--- src/rtl/core/adaptive_replacement_cache_policy_assert.svh ---
// Assertion macros shared by the directory RTL.
`ifndef ADAPTIVE_REPLACEMENT_CACHE_POLICY_ASSERT_SVH
`define ADAPTIVE_REPLACEMENT_CACHE_POLICY_ASSERT_SVH

// same-cycle check
`define ARC_CHECK(lbl, cond, msg) \
	lbl: assert property (@(posedge clk) disable iff (!arst_n) (cond)) else $error(msg);

// antecedent now, consequent in the next cycle
`define ARC_CHECK_NEXT(lbl, ante, cons, msg) \
	lbl: assert property (@(posedge clk) disable iff (!arst_n) (ante) |=> (cons)) else $error(msg);

`endif

--- src/rtl/core/arc_div.sv ---
// Restoring divider, one quotient bit per cycle.
module arc_div #(
	parameter int unsigned W = 8
) (
	input  logic         clk,
	input  logic         arst_n,
	input  logic         start,
	input  logic [W-1:0] dividend,
	input  logic [W-1:0] divisor,
	output logic         done,
	output logic [W-1:0] quotient
);
	localparam int unsigned CNT_W = $clog2(W + 1);

	logic [CNT_W-1:0] cnt_q;
	logic [W-1:0]     rem_q, quo_q, den_q, quo_d;
	logic [W:0]       sh;
	logic             ge;

	assign sh       = {rem_q, quo_q[W-1]};
	assign ge       = sh >= {1'b0, den_q};
	assign quo_d    = {quo_q[W-2:0], ge};
	// last step lands at the edge where done is high; quotient is valid after it
	assign done     = (cnt_q == CNT_W'(1));
	assign quotient = quo_q;

	always_ff @(posedge clk or negedge arst_n) begin
		if (!arst_n) begin
			cnt_q <= '0;
		end else if (start) begin
			cnt_q <= CNT_W'(W);
		end else if (cnt_q != '0) begin
			cnt_q <= cnt_q - 1'b1;
		end
	end

	always_ff @(posedge clk) begin
		if (start) begin
			rem_q <= '0;
			quo_q <= dividend;
			den_q <= divisor;
		end else if (cnt_q != '0) begin
			rem_q <= ge ? W'(sh - {1'b0, den_q}) : sh[W-1:0];
			quo_q <= quo_d;
		end
	end
endmodule

--- config.mk ---
export PLATFORM = sky130hd
export DESIGN_NAME = arc_div
export DESIGN_NICKNAME = d
export VERILOG_FILES = /design/src/rtl/core/adaptive_replacement_cache_policy_assert.svh /design/src/rtl/core/arc_div.sv
export SDC_FILE = /design/constraint.sdc
export NUM_CORES = 1
export LEC_CHECK = 0
export BUFFER_PORTS_ARGS = -buffer_cell sky130_fd_sc_hd__buf_2
export CORE_MARGIN = 2
export CORE_UTILIZATION = 40
export DETAILED_ROUTE_END_ITERATION = 8
export GPL_TIMING_DRIVEN = 0
export PLACE_DENSITY = 0.65
export SYNTH_ARGS = -nofsm -noshare
export SYNTH_HDL_FRONTEND = slang
export SYNTH_SLANG_ARGS = --single-unit
--- constraint.sdc ---
create_clock -name clk -period 1.9 [get_ports clk]
set_clock_uncertainty 0.2 [all_clocks]
set_input_delay 0.57 -clock clk [delete_from_list [all_inputs] [get_ports clk]]
set_output_delay 0.57 -clock clk [all_outputs]
set_load 0.03 [all_outputs]
==> flow_summary.ini <==
[final_layout]
n_fill_cell = 336
final_cells = 259
layout-drive-gt1-share_pct = 42.58
layout_commonest_cell = buf_2
area_delta_synth_final_pct = 35.70
final_util_pct = 56.71
antennaDiodeCount = 0
nets = 240
mostFrequentLayoutCells = 26 x buf_2, 16 x edfxtp_1, 14 x buf_4, 13 x nor2_1, 12 x inv_1

[place]
port_buffers = 27
hpwl_um = 2737
dp_worst_setup_slack_ns = -0.3246
post-place-cells = 239
gp_congestion = 0.8830

[floorplanning]
die_y_um = 68.65
die_w_um = 68.65
initial_core_util_pct = 41.79
ios = 28
core_region_area_mm2 = 0.004000
die-area_mm2 = 0.004712
rows = 23

[grt]
gr-total-overflow = 0
antenna_found_initial = 0
grt_max_degree = 16
grt_pass1_vias = 1486
grt_use_total_pct = 18.41
grt_first_pass_wirelength_um = 6430

[timing]
slew_headroom_pct = 63.79
max_freq_ghz = 0.4702
final_hold_viol_count = 0
post-route-min-period_ns = 2.127
finalCritPeriodShare_pct = 111.9
rsz0062_at_grt = true
fin_ws_ns = -0.2266
finalMaxSlewViolations = 0
tightest_slew_ns = 0.5431
setup_viol = 10

[clock_network]
numCtsBuffers = 3
clk_latency_ns = 0.27
cts_tree = yes
clk_path_buf_depth = 2
cts_root_buf = clkbuf_8
cts_sinks = 28
cts.clk_slew.worst_paths_ns = 0.09
htreeDepth = 1

[hold_path]
hold_start = divisor[0]
hp-class = in -> reg
hold_depth = 1
hold_end = den_q[0]

[logic_synthesis]
synth_top_flop_cell = edfxtp_1
synth_top_area_share_pct = 28.74
synth.yosys.seq_area_share_pct = 44.31
synth_top_family_by_area = compound AO/OA/AOI/OAI gates
yosysUniqueCellTypes = 43
synth_nets = 192
synth_area_leaders = edfxtp_1 29%, dfxtp_1 9.6%, ha_1 7.5%
yosysWarnings = 0
synthCells = 162
syn_area_mm2 = 0.001672
synth-compound-area-share_pct = 17.14
synth-simple-area-share_pct = 13.47
yosys.area.top_type = edfxtp_1
synth_xor_xnor_area_share_pct = 2.096
synthAdderAreaFrac_pct = 8.683
synth_enable_flop_cells = 16
synth_mux_area_share_pct = 8.907
syn_avg_cell_area_um2 = 10.32
synthArstFlopShare_pct = 14.29
ys_seq_elements = 28

[power]
switching_share_pct = 41.18
pwr-share-comb_pct = 63.8
clkPwrFrac_pct = 8.9
seqPwrFrac_pct = 27.3
vdd_drop_max_uv = 643.1
power_density_mw_per_mm2 = 1614
switching_power_w = 0.001508
p_int_w = 0.002154
leakage_nw = 0.9560
power_w = 0.003662

[flow_run]
cap_violations = 0

[drt]
via_per_inst = 5.552
wl_per_cell_um = 15.62
wl_um = 4045
ant_nets = 0
first_iter_violations = 76
drt-pass1-iter-count = 4
vias = 1438
drcViolationCount = 0

[setup_path]
critPathKind = reg -> reg
r2r_start = den_q[4]
required_ns = 1.90
r2r_slack_ns = -0.23
crit_path_start_kind = flop
r2r_cells = 10
cp.arrival_ns = 2.13
crit_path_end_kind = flop
r2r-end = rem_q[7]
path_max_fanout = 4

[status]
status = complete, but fails checks
violations = negative setup slack
==> worst max-delay path, stage by stage (launching register included) <==
cell and delay, ns:
edfxtp_1 0.33, inv_1 0.07, ha_4 0.31, nand4_1 0.14
buf_4 0.17, buf_4 0.12, buf_4 0.12, buf_4 0.12
o21bai_1 0.17, nand4_1 0.15, a31oi_1 0.17
==> cell usage after synthesis, drive strengths merged, types with 6 or more instances <==
cell and count:
edfxtp 16, inv 16, nor2 14, a21oi 11
ha 10, dfxtp 8, mux2 7, mux2i 7
nand2 7, a211oi 6, nand2b 6
==> stage by stage <==
| stage | instance area (µm²) | TNS, ns | hold slack (ns) |
|---|---|---|---|
| after floorplan | 1733 | -0.8021 | 0.07441 |
| after global placement | 1931 | -4.449 | 0.1754 |
| after detailed placement | 1931 | -5.526 | 0.1799 |
| after CTS | 2215 | -1.041 | 0.2640 |
| after global routing | 2268 | -2.230 | 0.2541 |
| final | 2268 | -1.508 | 0.2688 |
==> area by class of cell <==
class	count	area [µm²]	share of cell area, %
sequential	28	740.7	32.65
inverter	16	60.06	2.648
timing repair buffer	44	292.8	12.91
multi-input combinational	112	1031	45.45
tap	50	62.56	2.758
buffer	5	36.28	1.600
clock buffer	4	45.04	1.986
==> registers in the layout, indices dropped and copies added (netlist names) <==
register and count:
cnt_q 4, den_q 8, rem_q 8, quotient 8
==> worst max-delay path by stage <==
stage,start,end,cells after the start
2_1_floorplan,quotient[7],rem_q[6],8
3_5_place_dp,start,quotient[1],3
5_1_grt,den_q[6],rem_q[5],8
3_3_place_gp,start,quotient[0],3
6_report,den_q[4],rem_q[7],10
4_1_cts,den_q[6],rem_q[5],8
==> timing repair <==
| action | in CTS | in global routing |
|---|---|---|
| hold endpoints to repair | 4 | 0 |
| hold buffers | 1 | 0 |
| pin swaps | 13 | 6 |
| gates resized for setup | 23 | 10 |
| endpoints found under the setup margin | 18 | 11 |
| buffers inserted | 14 | 1 |
| cloned | 0 | 1 |
==> cell families after synthesis <==
| logic type | Yosys count |
|---|---|
| xor gates and xnor gates | 4 |
| AOI/OAI and AO/OA | 39 |
| buffers and inverters | 22 |
| and+or+nand+nor | 44 |
| muxes | 14 |
| DFF | 28 |
| adders and majority gates | 11 |
==> routing by layer <==
metal | GRT usage, % | wire length, µm
met5 | 0 | 0
met4 | 9.500 | 142
met3 | 1.948 | 151
met2 | 32.81 | 1995
met1 | 21.68 | 1756
==> power by group through the flow <==
| stage | Sequential, W | Combinational [W] | Clock [W] |
|---|---|---|---|
| after floorplan | 0.00107 | 0.00126 | 0 |
| after global placement | 0.000970 | 0.00167 | 0 |
| after detailed placement | 0.000979 | 0.00174 | 0 |
| after CTS | 0.000998 | 0.00209 | 0.000333 |
| after global routing | 0.00103 | 0.00250 | 0.000358 |
| final | 0.00100 | 0.00234 | 0.000325 |
Note: power is estimated with default switching activity, not from simulation.
