===== src/rtl/core/adaptive_replacement_cache_policy_assert.svh =====
// Assertion macros shared by the directory RTL.
`ifndef ADAPTIVE_REPLACEMENT_CACHE_POLICY_ASSERT_SVH
`define ADAPTIVE_REPLACEMENT_CACHE_POLICY_ASSERT_SVH

// same-cycle check
`define ARC_CHECK(lbl, cond, msg) \
	lbl: assert property (@(posedge clk) disable iff (!arst_n) (cond)) else $error(msg);

// antecedent now, consequent in the next cycle
`define ARC_CHECK_NEXT(lbl, ante, cons, msg) \
	lbl: assert property (@(posedge clk) disable iff (!arst_n) (ante) |=> (cons)) else $error(msg);

`endif


===== src/rtl/core/arc_pkg.sv =====
// Types and fixed constants for the adaptive replacement cache directory.
package arc_pkg;
	localparam int unsigned CFG_W     = 7;
	localparam int unsigned OUTCOME_W = 3;
	localparam int unsigned EVP_W     = 32;
	localparam int unsigned TP_W      = 7;
	localparam int unsigned HIT_W     = 32;
	localparam int unsigned OUT_W     = 80;
	localparam logic [CFG_W-1:0] CFG_RESET = 7'd64;

	typedef enum logic [2:0] {
		OUT_T1_HIT = 3'd0,
		OUT_T2_HIT = 3'd1,
		OUT_B1_HIT = 3'd2,
		OUT_B2_HIT = 3'd3,
		OUT_MISS   = 3'd4
	} outcome_t;

	typedef enum logic [1:0] {
		LIST_T1 = 2'd0,
		LIST_T2 = 2'd1,
		LIST_B1 = 2'd2,
		LIST_B2 = 2'd3
	} list_t;

	typedef enum logic [1:0] {
		CMD_NONE,
		CMD_UNLINK,
		CMD_PUSH,
		CMD_CLEAR
	} cmd_op_t;

	typedef enum logic [3:0] {
		ST_IDLE,
		ST_LOOK,
		ST_DECIDE,
		ST_DIV,
		ST_ADAPT,
		ST_DROP,
		ST_REP_UNLINK,
		ST_REP_PUSH,
		ST_MV_UNLINK,
		ST_MV_PUSH,
		ST_INSERT,
		ST_FINISH
	} state_t;

	// control bits rippling along the cell row
	typedef struct packed {
		logic  hit;
		list_t list;
		logic  claim;
	} link_t;
endpackage


===== src/rtl/core/arc_cell.sv =====
// One directory slot: page, list, rank within list, valid.
module arc_cell #(
	parameter int unsigned PAGE_BITS = 32,
	parameter int unsigned RANK_W    = 7
) (
	input  logic                  clk,
	input  logic                  arst_n,
	input  arc_pkg::cmd_op_t      cmd_op,
	input  arc_pkg::list_t        cmd_list,
	input  logic [RANK_W-1:0]     cmd_rank,
	input  logic [PAGE_BITS-1:0]  cmd_page,
	input  arc_pkg::link_t        ctl_in,
	input  logic [RANK_W-1:0]     rank_in,
	input  logic [PAGE_BITS-1:0]  page_in,
	output arc_pkg::link_t        ctl_out,
	output logic [RANK_W-1:0]     rank_out,
	output logic [PAGE_BITS-1:0]  page_out
);
	import arc_pkg::*;

	logic                 valid_q;
	list_t                list_q;
	logic [RANK_W-1:0]    rank_q;
	logic [PAGE_BITS-1:0] page_q;
	logic                 in_list, match, take, unlink_hit;

	assign in_list    = valid_q && (list_q == cmd_list);
	assign match      = valid_q && (page_q == cmd_page);
	assign unlink_hit = (cmd_op == CMD_UNLINK) && in_list && (rank_q == cmd_rank);
	// first free slot along the row takes a pushed word
	assign take       = (cmd_op == CMD_PUSH) && !valid_q && !ctl_in.claim;

	assign ctl_out.hit   = ctl_in.hit | match;
	assign ctl_out.list  = list_t'(ctl_in.list | (match ? list_q : LIST_T1));
	assign ctl_out.claim = ctl_in.claim | !valid_q;
	assign rank_out      = rank_in | (match ? rank_q : '0);
	assign page_out      = page_in | (unlink_hit ? page_q : '0);

	always_ff @(posedge clk or negedge arst_n) begin
		if (!arst_n) begin
			valid_q <= 1'b0;
		end else if (cmd_op == CMD_CLEAR || unlink_hit) begin
			valid_q <= 1'b0;
		end else if (take) begin
			valid_q <= 1'b1;
		end
	end

	always_ff @(posedge clk) begin
		if (cmd_op == CMD_UNLINK && in_list && rank_q > cmd_rank) begin
			rank_q <= rank_q - 1'b1;
		end else if (cmd_op == CMD_PUSH && in_list) begin
			rank_q <= rank_q + 1'b1;
		end else if (take) begin
			rank_q <= '0;
		end
		if (take) begin
			list_q <= cmd_list;
			page_q <= cmd_page;
		end
	end
endmodule


===== config.mk =====
export PLATFORM = sky130hd
export DESIGN_NAME = arc_cell
export DESIGN_NICKNAME = d
export VERILOG_FILES = /design/src/rtl/core/adaptive_replacement_cache_policy_assert.svh /design/src/rtl/core/arc_pkg.sv /design/src/rtl/core/arc_cell.sv
export SDC_FILE = /design/constraint.sdc
export NUM_CORES = 1
export LEC_CHECK = 0
export ABC_AREA = 1
export BUFFER_PORTS_ARGS = -buffer_cell sky130_fd_sc_hd__buf_2
export CAP_MARGIN = 10
export CORE_UTILIZATION = 25
export CTS_CLUSTER_DIAMETER = 40
export DETAILED_ROUTE_END_ITERATION = 8
export PLACE_DENSITY = 0.5
export SLEW_MARGIN = 5
export SYNTH_ARGS = -nofsm -noshare
export SYNTH_HDL_FRONTEND = slang
export SYNTH_SLANG_ARGS = --single-unit

===== constraint.sdc =====
create_clock -name clk -period 2.72 [get_ports clk]
set_input_delay 0 -clock clk [delete_from_list [all_inputs] [get_ports clk]]
set_output_delay 0 -clock clk [all_outputs]
set_load 0.01 [all_outputs]

==> metrics, run 1 <==
maximum vdd drop=0.223 mV; Final GP Congestion=0.811; DR vias/cell=around 4; CP required=2.72 ns; fin crit share=0.794; status=complete, no violations; Clock power frac=0.344; final setup violation count=0; Post-Syn Instances=358; DP Worst Slack=0.571 ns; crit path kind=register to output port; half-perimeter wire length after placement=between 5000 and 6000 um; mapped cell area=0.00323 sq mm; Layout area overhead=40.9%; grt total ovfl=0; first-iteration detailed-routing DRC count=74; initial antenna violation count=0; Finished Core Util=0.360; clk_lat worst skew=0.28 ns; Clock transition at path regs=around 0.060 ns; postcts setup bufs=0; nets=approximately 630; Worst setup EP type=output port; multi-input logic area=0.00159 sq mm; Internal=1260 uW; Clock Path Buffers=2; Min-Delay Path Class=primary input to asynchronous set/reset pin; critical path arrival=2.16 ns; NetSw=403 uW; setup TNS=0 ns; CTS root buffer=clkbuf_16; MaxCap Viol Count=0; CP startpoint kind=register; max-slew violation count=0; combinational power share=0.204; Die Span Y=approximately 120 um; Residual DRC=0; Core Region=~0.013 sq mm; total wire length=7450 um; Sw Share=0.242; Chip Width=116 um; Hold Buf Count CTS=35; H-tree depth=2; Cell Pwr Density=366 mW/mm^2; CTS tree=done; final antenna-violating net count=0; DR vias=between 2000 and 3000; Clock Sinks=42; cts bufs inserted=5; Wirelength per Cell=10.6 um; peak fanout along the critical path=19; # rows=41; Worst-Margin Slew=0.506 ns; Total GRT Usage=0.111; top-level port count=131; worst clock skew=0.00586 ns; die area=0.0134 sq mm; antenna cells=0; Reg area=0.00126 sq mm; Post-CTS Resized=0; Hold Fails Final Rpt=0; Yosys reg bits=42; vias in the first global route=~2600; RSZ-0062 raised after global routing=false; share of cells above drive strength 1=0.340; sequential element share of the synthesized area=0.389; post-route setup slack=0.560 ns; Reg power frac=0.453; max frequency=between 400 and 500 MHz; Yosys warning count=0; Initial DRT Pass Iterations=4; largest net degree at the start of global routing=24; FILL cells=1327; DP Cell Count=659; starting density of the core=0.256; syn nets=455; fin cells=about 700; Leak Pwr=0.00222 uW; min Tclk post-route=between 2 and 2.5 ns; normalized max-slew margin=0.663; port bufs=130; first-pass GRT wire length=11700 um; Syn Area/Cell=9.01 sq um; Netlist cell types=25
-- registers in the layout, summed over array words and instances (netlist names) --
signal / flops
valid_q: 1
page_q: 32
list_q: 2
rank_q: 7
-- power groups by stage --
| stage | clock [uW] | combinational, uW | sequential, uW |
|---|---|---|---|
| 2_1_floorplan | 0 | 175 | 761 |
| 3_3_place_gp | 0 | 299 | 765 |
| 3_5_place_dp | 0 | 302 | 766 |
| 4_1_cts | 595 | 344 | 752 |
| 5_1_grt | 609 | 379 | 755 |
| 6_report | 572 | 338 | 752 |
-- worst paths after layout --
kind | start | to | slack, ns | cells after the start
hold / removal | arst_n | valid_q | 0.03 | 2
max in group asynchronous | arst_n | valid_q | 2.60 | 2
setup / recovery | rank_q[6] | page_out[31] | 0.56 | 7
setup reg to reg | rank_q[6] | rank_q[6] | 0.57 | 7
min in group clk | cmd_op[0] | valid_q | 0.03 | 4
hold reg to reg | rank_q[0] | rank_q[0] | 0.68 | 1
-- layout by cell type (no fill, tap or decap), drive strengths merged --
master       instances
xor2                 6
buf                133
dlygate4sd3         35
clkinv               2
nand4                3
clkbuf               6
nor3                 2
nand3               25
nor2                27
a21oi                4
edfxtp              41
inv                 86
xnor2                9
or2                  2
o21ai               10
dfrtp                1
o21bai              34
o22ai                1
nand2               93
ha                   9
nand3b               1
-- Yosys cell counts --
| cell type | count | area [sq um] |
|---|---|---|
| nand2_1 | 92 | 345 |
| or2_2 | 2 | 12.5 |
| edfxtp_1 | 41 | 1230 |
| inv_1 | 86 | 323 |
| ha_1 | 9 | 113 |
| nand2_2 | 1 | 6.26 |
| nand3_4 | 1 | 17.5 |
| nand4_1 | 3 | 18.8 |
| o21bai_1 | 4 | 30.0 |
| o21ai_0 | 10 | 50.1 |
| nand3_1 | 22 | 110 |
| buf_12 | 3 | 60.1 |
| dfrtp_1 | 1 | 25.0 |
| a21oi_1 | 4 | 20.0 |
| nor2_2 | 2 | 12.5 |
| o22ai_1 | 1 | 6.26 |
| xnor2_1 | 9 | 78.8 |
| nand3b_1 | 1 | 7.51 |
| nor2_4 | 2 | 22.5 |
| nor3_1 | 2 | 10.0 |
| nor2_1 | 23 | 86.3 |
| xor2_1 | 6 | 52.6 |
| o21bai_4 | 30 | 563 |
| nand3_2 | 2 | 20.0 |
| buf_2 | 1 | 5.00 |
-- worst max-delay path, cell delays in order (launching register included) --
cell and delay, ns:
edfxtp_1 0.46, ha_1 0.34, nand2_1 0.08, nor2_1 0.28
nand3_4 0.11, buf_4 0.30, o21bai_1 0.17, buf_2 0.14
-- layer usage --
metal  wire length, um  GRT usage  part of all wire
met5                 0          0                 0
met1              3590      0.141              0.48
met3               299     0.0167             0.040
met2              3450      0.194              0.46
met4               110     0.0342             0.015
-- cell type report --
type,instances,share of cell area
Tap cell,172,0.0473
Inverter,86,0.0710
Timing Repair Buffer,168,0.225
Clock buffer,6,0.0284
Clock inverter,2,0.00193
Multi-Input combinational cell,226,0.350
Sequential cell,42,0.276
-- metrics by stage --
step	instance area [sq um]	total power [uW]	hold WS, ns
after CTS	4550	1690	0.0222
after floorplan	3230	936	-0.296
after global routing	4550	1740	0.0359
after global placement	4060	1060	-0.223
final	4550	1660	0.0335
after detailed placement	4060	1070	-0.219
-- cell families (layout without fill, tap and decap cells) --
kind of cell	Yosys count	count (layout)	synth area share
compound gates	49	49	0.207
xor+xnor	15	15	0.0407
fa+ha+maj	9	9	0.0349
buf+inv	90	262	0.120
flops	42	42	0.389
simple gates	153	153	0.207
(Power assumes the default switching activity.)
==> inputs of run 2 (changes only) <==
clock period = 1.73 ns   (was 2.72 ns; I/O delays follow)
==> run 2 against run 1 <==
The run now ends with setup timing left. Setup slack got worse by 0.75 ns. Sequential share of layout area decreased by 3.5 points. Highest routed layer unchanged. Combinational power increased by 94%. Routed wire length increased by 14%. Worst hold slack about the same.
==> metrics, run 2 (synthesis results as in run 1) <==
design area=0.00521 sq mm; Die Span Y=roughly 120 um; DP Worst Slack=-0.140 ns; half-perimeter wire length after placement=5950 um; cts bufs inserted=5; DR vias/cell=4.02; starting density of the core=0.256; Residual DRC=0; first-pass GRT wire length=12000 um; Reg area=0.00126 sq mm; clk_lat worst skew=about 0.28 ns; Wirelength per Cell=11.6 um; die area=0.0134 sq mm; multi-input logic area=0.00180 sq mm; normalized max-slew margin=0.818; fin crit share=1.11; vias in the first global route=2576; combinational power share=0.242; crit path kind=register to output port; Clock Sinks=42; Leak Pwr=0.00248 uW; min Tclk post-route=1.92 ns; CP required=1.73 ns; Clock Path Buffers=2; most common library cell in the layout ignoring fill and taps=buf_2; Top Registers=page_q x32, rank_q x7, list_q x2; DR vias=2928; H-tree depth=2; peak fanout along the critical path=7; total wire length=8490 um; FILL cells=1292; Chip Width=between 100 and 150 um; Sw Share=0.245; maximum vdd drop=0.426 mV; WHS=roughly 0.034 ns; worst clock skew=approximately 0.0042 ns; grt total ovfl=0; antenna cells=0; placed instance area=0.00419 sq mm; final setup violation count=51; MaxCap Viol Count=0; Worst-Margin Slew=0.271 ns; CP startpoint kind=register; first-iteration detailed-routing DRC count=110; Min-Delay Path Class=primary input to asynchronous set/reset pin; Clock power frac=0.326; RSZ-0062 raised after global routing=true; share of cells above drive strength 1=0.451; max frequency=520 MHz; Internal=about 2100 uW; status=finished with violations; max-slew violation count=0; most frequent cells in the layout=106 x buf_2, 87 x nand2_1, 75 x inv_1; Total GRT Usage=0.115; Reg power frac=0.432; nets=654; largest net degree at the start of global routing=35; initial antenna violation count=1; final antenna-violating net count=0; CTS tree=done; post-route setup slack=-0.192 ns; r2r setup slk=-0.19 ns; Cell Pwr Density=approximately 520 mW/mm^2; Largest register FFs=32; port bufs=130; Core Region=0.0126 sq mm; Hold Fails Final Rpt=0; Final GP Congestion=0.780; critical path arrival=1.92 ns; most flop-heavy register=page_q; Clock transition at path regs=0.06 ns; Layout area overhead=61.4%; NetSw=666 uW; CTS root buffer=clkbuf_16; Initial DRT Pass Iterations=4; Worst setup EP type=output port; failing checks=setup timing; top-level port count=between 100 and 150; # rows=41
[run 2: cell count changes in the layout (fill, tap and decap cells not counted), sizes merged]
cell / delta
nor2: +1
clkbuf: +1
buf: +25
[run 2: cell type report]
type                            instances  area share
Multi-Input combinational cell        227       0.345
Timing Repair Buffer                  195       0.285
Sequential cell                        42       0.241
Inverter                               86      0.0620
Tap cell                              172      0.0413
Clock buffer                            5      0.0240
Clock inverter                          2     0.00192
[run 2: metrics by stage]
| stage | total power, uW | cells | util | TNS, ns |
|---|---|---|---|---|
| 3_5_place_dp | 1700 | 672 | 0.332 | -1.03 |
| 5_1_grt | 2860 | 729 | 0.413 | -12.29 |
| 4_1_cts | 2710 | 720 | 0.382 | -6.01 |
| 2_1_floorplan | 1480 | 358 | - | -0.202 |
| 6_report | 2720 | 729 | 0.413 | -7.36 |
| 3_3_place_gp | 1690 | 672 | 0.332 | -0.279 |
[run 2: worst paths after layout]
path	start	endpoint	cells past startpoint
setup reg to reg	rank_q[4]	rank_q[2]	9
max in group asynchronous	arst_n	valid_q	2
setup / recovery	rank_q[4]	page_out[11]	8
hold reg to reg	rank_q[0]	rank_q[0]	2
hold / removal	arst_n	valid_q	2
min in group clk	cmd_op[0]	valid_q	4
[run 2: timing repair]
action / 4_1_cts / 5_1_grt
endpoints found under the hold margin: 35 / 0
gates cloned: 1 / 3
setup buffers: 5 / 6
hold buffers: 35 / 0
resized for setup: 31 / 54
setup endpoints to repair: 53 / 57
pin swaps: 6 / 27
[run 2: worst max-delay path, cell delays in order (launching register included)]
cell      delay [ns]
edfxtp_1        0.42
ha_4            0.31
nand2_4         0.05
nor2_4          0.11
buf_6           0.11
nand3_4         0.16
buf_16          0.21
o21bai_4        0.15
buf_6           0.12
[run 2: layer usage]
metal,track usage,wire length [um],share of wire
met4,0.0282,61,0.0072
met1,0.153,3880,0.46
met5,0,0,0
met2,0.194,4170,0.49
met3,0.0183,378,0.045
[run 2: power groups by stage]
stage	logic, uW	registers [uW]	clock network (uW)
after floorplan	280	1200	0
after global placement	501	1190	0
after detailed placement	508	1200	0
after CTS	597	1170	934
after global routing	721	1180	959
final	657	1180	887
==> inputs of run 3 (changes only) <==
GPL_TIMING_DRIVEN = 0   (was unset)
==> run 3 against run 2 <==
The run still ends with setup timing left. Clock-buffer cell count increased by 1. Critical path depth unchanged. Routed wire length increased by 2.1%. Highest routed layer unchanged. Worst hold slack got worse by 0.026 ns. Total power increased by 7.8%. Via count increased by 1.3%.
==> metrics, run 3 (synthesis results as in run 1) <==
status=finished with violations; failing checks=setup timing; grt total ovfl=0; Top Registers=page_q x32, rank_q x7, list_q x2; Wirelength per Cell=between 10 and 15 um; clk_lat worst skew=0.29 ns; worst setup path startpoint=rank_q[3]; share of cells above drive strength 1=0.449; DP Cell Count=660; placed instance area=0.00411 sq mm; MaxCap Viol Count=0; GR Util met3=0.0188; first-pass GRT wire length=13100 um; GR Util met1=0.163; total wire length=slightly below 9000 um; Clock Sinks=42; starting density of the core=0.256; Worst-Margin Slew=0.622 ns; peak fanout along the critical path=5; WHS=approximately 0.0081 ns; Reg area=0.00126 sq mm; worst clock skew=0.00586 ns; CP startpoint kind=register; CP required=1.73 ns; post-route setup slack=-0.194 ns; normalized max-slew margin=0.584; Total GRT Usage=0.127; global routing's busiest layer=met2; RSZ-0062 raised after global routing=true; Core Region=0.0126 sq mm; vias in the first global route=around 2700; largest net degree at the start of global routing=19; Final GP Congestion=0.796; Clock Path Buffers=2; multi-input logic area=0.00182 sq mm; design area=approximately 0.0054 sq mm; Worst R2R Start=rank_q[3]; DR vias=2966; final setup violation count=52; Die Span Y=116 um; worst r2r path cells=8; CTS tree=done; Leak Pwr=around 0.0025 uW; Hold Fails Final Rpt=0; most flop-heavy register=page_q; nets=659; DR vias/cell=approximately 4; total power=between 2000 and 3000 uW; Clock transition at path regs=0.06 ns; fin cells=735; min Tclk post-route=1.92 ns; top-level port count=approximately 130; most frequent cells in the layout=99 x buf_2, 84 x nand2_1, 75 x inv_1; critical path arrival=1.92 ns; Layout area overhead=67.8%; CTS root buffer=clkbuf_16; Min-Delay Path Class=primary input to asynchronous set/reset pin; cts bufs inserted=5; fin crit share=1.11; Initial DRT Pass Iterations=4; H-tree depth=2; Cell Pwr Density=542 mW/mm^2; initial antenna violation count=0; die area=between 0.01 and 0.015 sq mm; Residual DRC=0; # rows=approximately 40; GRT met2 Usage=0.224; max frequency=~520 MHz; half-perimeter wire length after placement=roughly 6000 um; Largest register FFs=32; maximum vdd drop=0.522 mV; port bufs=130; final antenna-violating net count=0; most common library cell in the layout ignoring fill and taps=buf_2; first-iteration detailed-routing DRC count=72; max-slew violation count=0; Worst setup EP type=output port; crit path kind=register to output port; antenna cells=0; FILL cells=between 1000 and 1500; Chip Width=116 um
[run 3: cell count changes in the layout (fill, tap and decap cells not counted), sizes merged]
cell	delta
buf	+7
clkinv	-2
clkbuf	-1
clkinvlp	+1
bufinv	+1
[run 3: path summary, 6_finish.rpt]
check	slack, ns	end
max	-0.19	page_out[21]
min	0.008	valid_q
max reg2reg	-0.13	rank_q[6]
min reg2reg	0.69	valid_q
max in group asynchronous	1.63	valid_q
min in group clk	0.02	valid_q
[run 3: final cells by class]
type                    instances  area share
plain buffers                   4      0.0134
clock buffers                   6      0.0238
clock inverters                 2     0.00693
inverters                      86      0.0596
multi-input cells             227       0.336
flip-flops and latches         42       0.232
well taps                     172      0.0398
repair buffers                196       0.289
[run 3: metal layers]
| metal | vias to the layer above | routed length [um] |
|---|---|---|
| met3 | 2 | 334 |
| met4 | 0 | 14 |
| met1 | 1355 | 4030 |
| met5 | - | 0 |
| met2 | 70 | 4280 |
| li1 | 1539 | - |
[run 3: power by group]
group          switching [uW]  total [uW]  internal, uW
Combinational             287         668           381
Clock                     403        1090           682
Sequential               23.2        1180          1160
[run 3: critical path, cell delays in order (launching register included)]
cell      delay, ns
edfxtp_1       0.44
ha_1           0.32
nand2_2        0.07
nor2_4         0.15
nand3_4        0.11
buf_12         0.17
buf_16         0.15
o21bai_4       0.11
buf_6          0.12
[run 3: timing repair]
action,in CTS,in global routing
gates resized for setup,68,24
hold buffers,35,0
setup endpoints to repair,89,56
gates cloned,4,0
hold endpoints to repair,35,0
pin swaps,22,17
buffers inserted,20,8
[run 3: metrics by stage]
step	setup slack [ns]	setup TNS, ns	utilization
after detailed placement	-0.429	-5.84	0.326
after global placement	-0.391	-3.38	0.326
after global routing	-0.263	-11.64	0.429
after floorplan	-0.0289	-0.202	-
final	-0.194	-7.09	0.429
after CTS	-0.191	-7.26	0.415
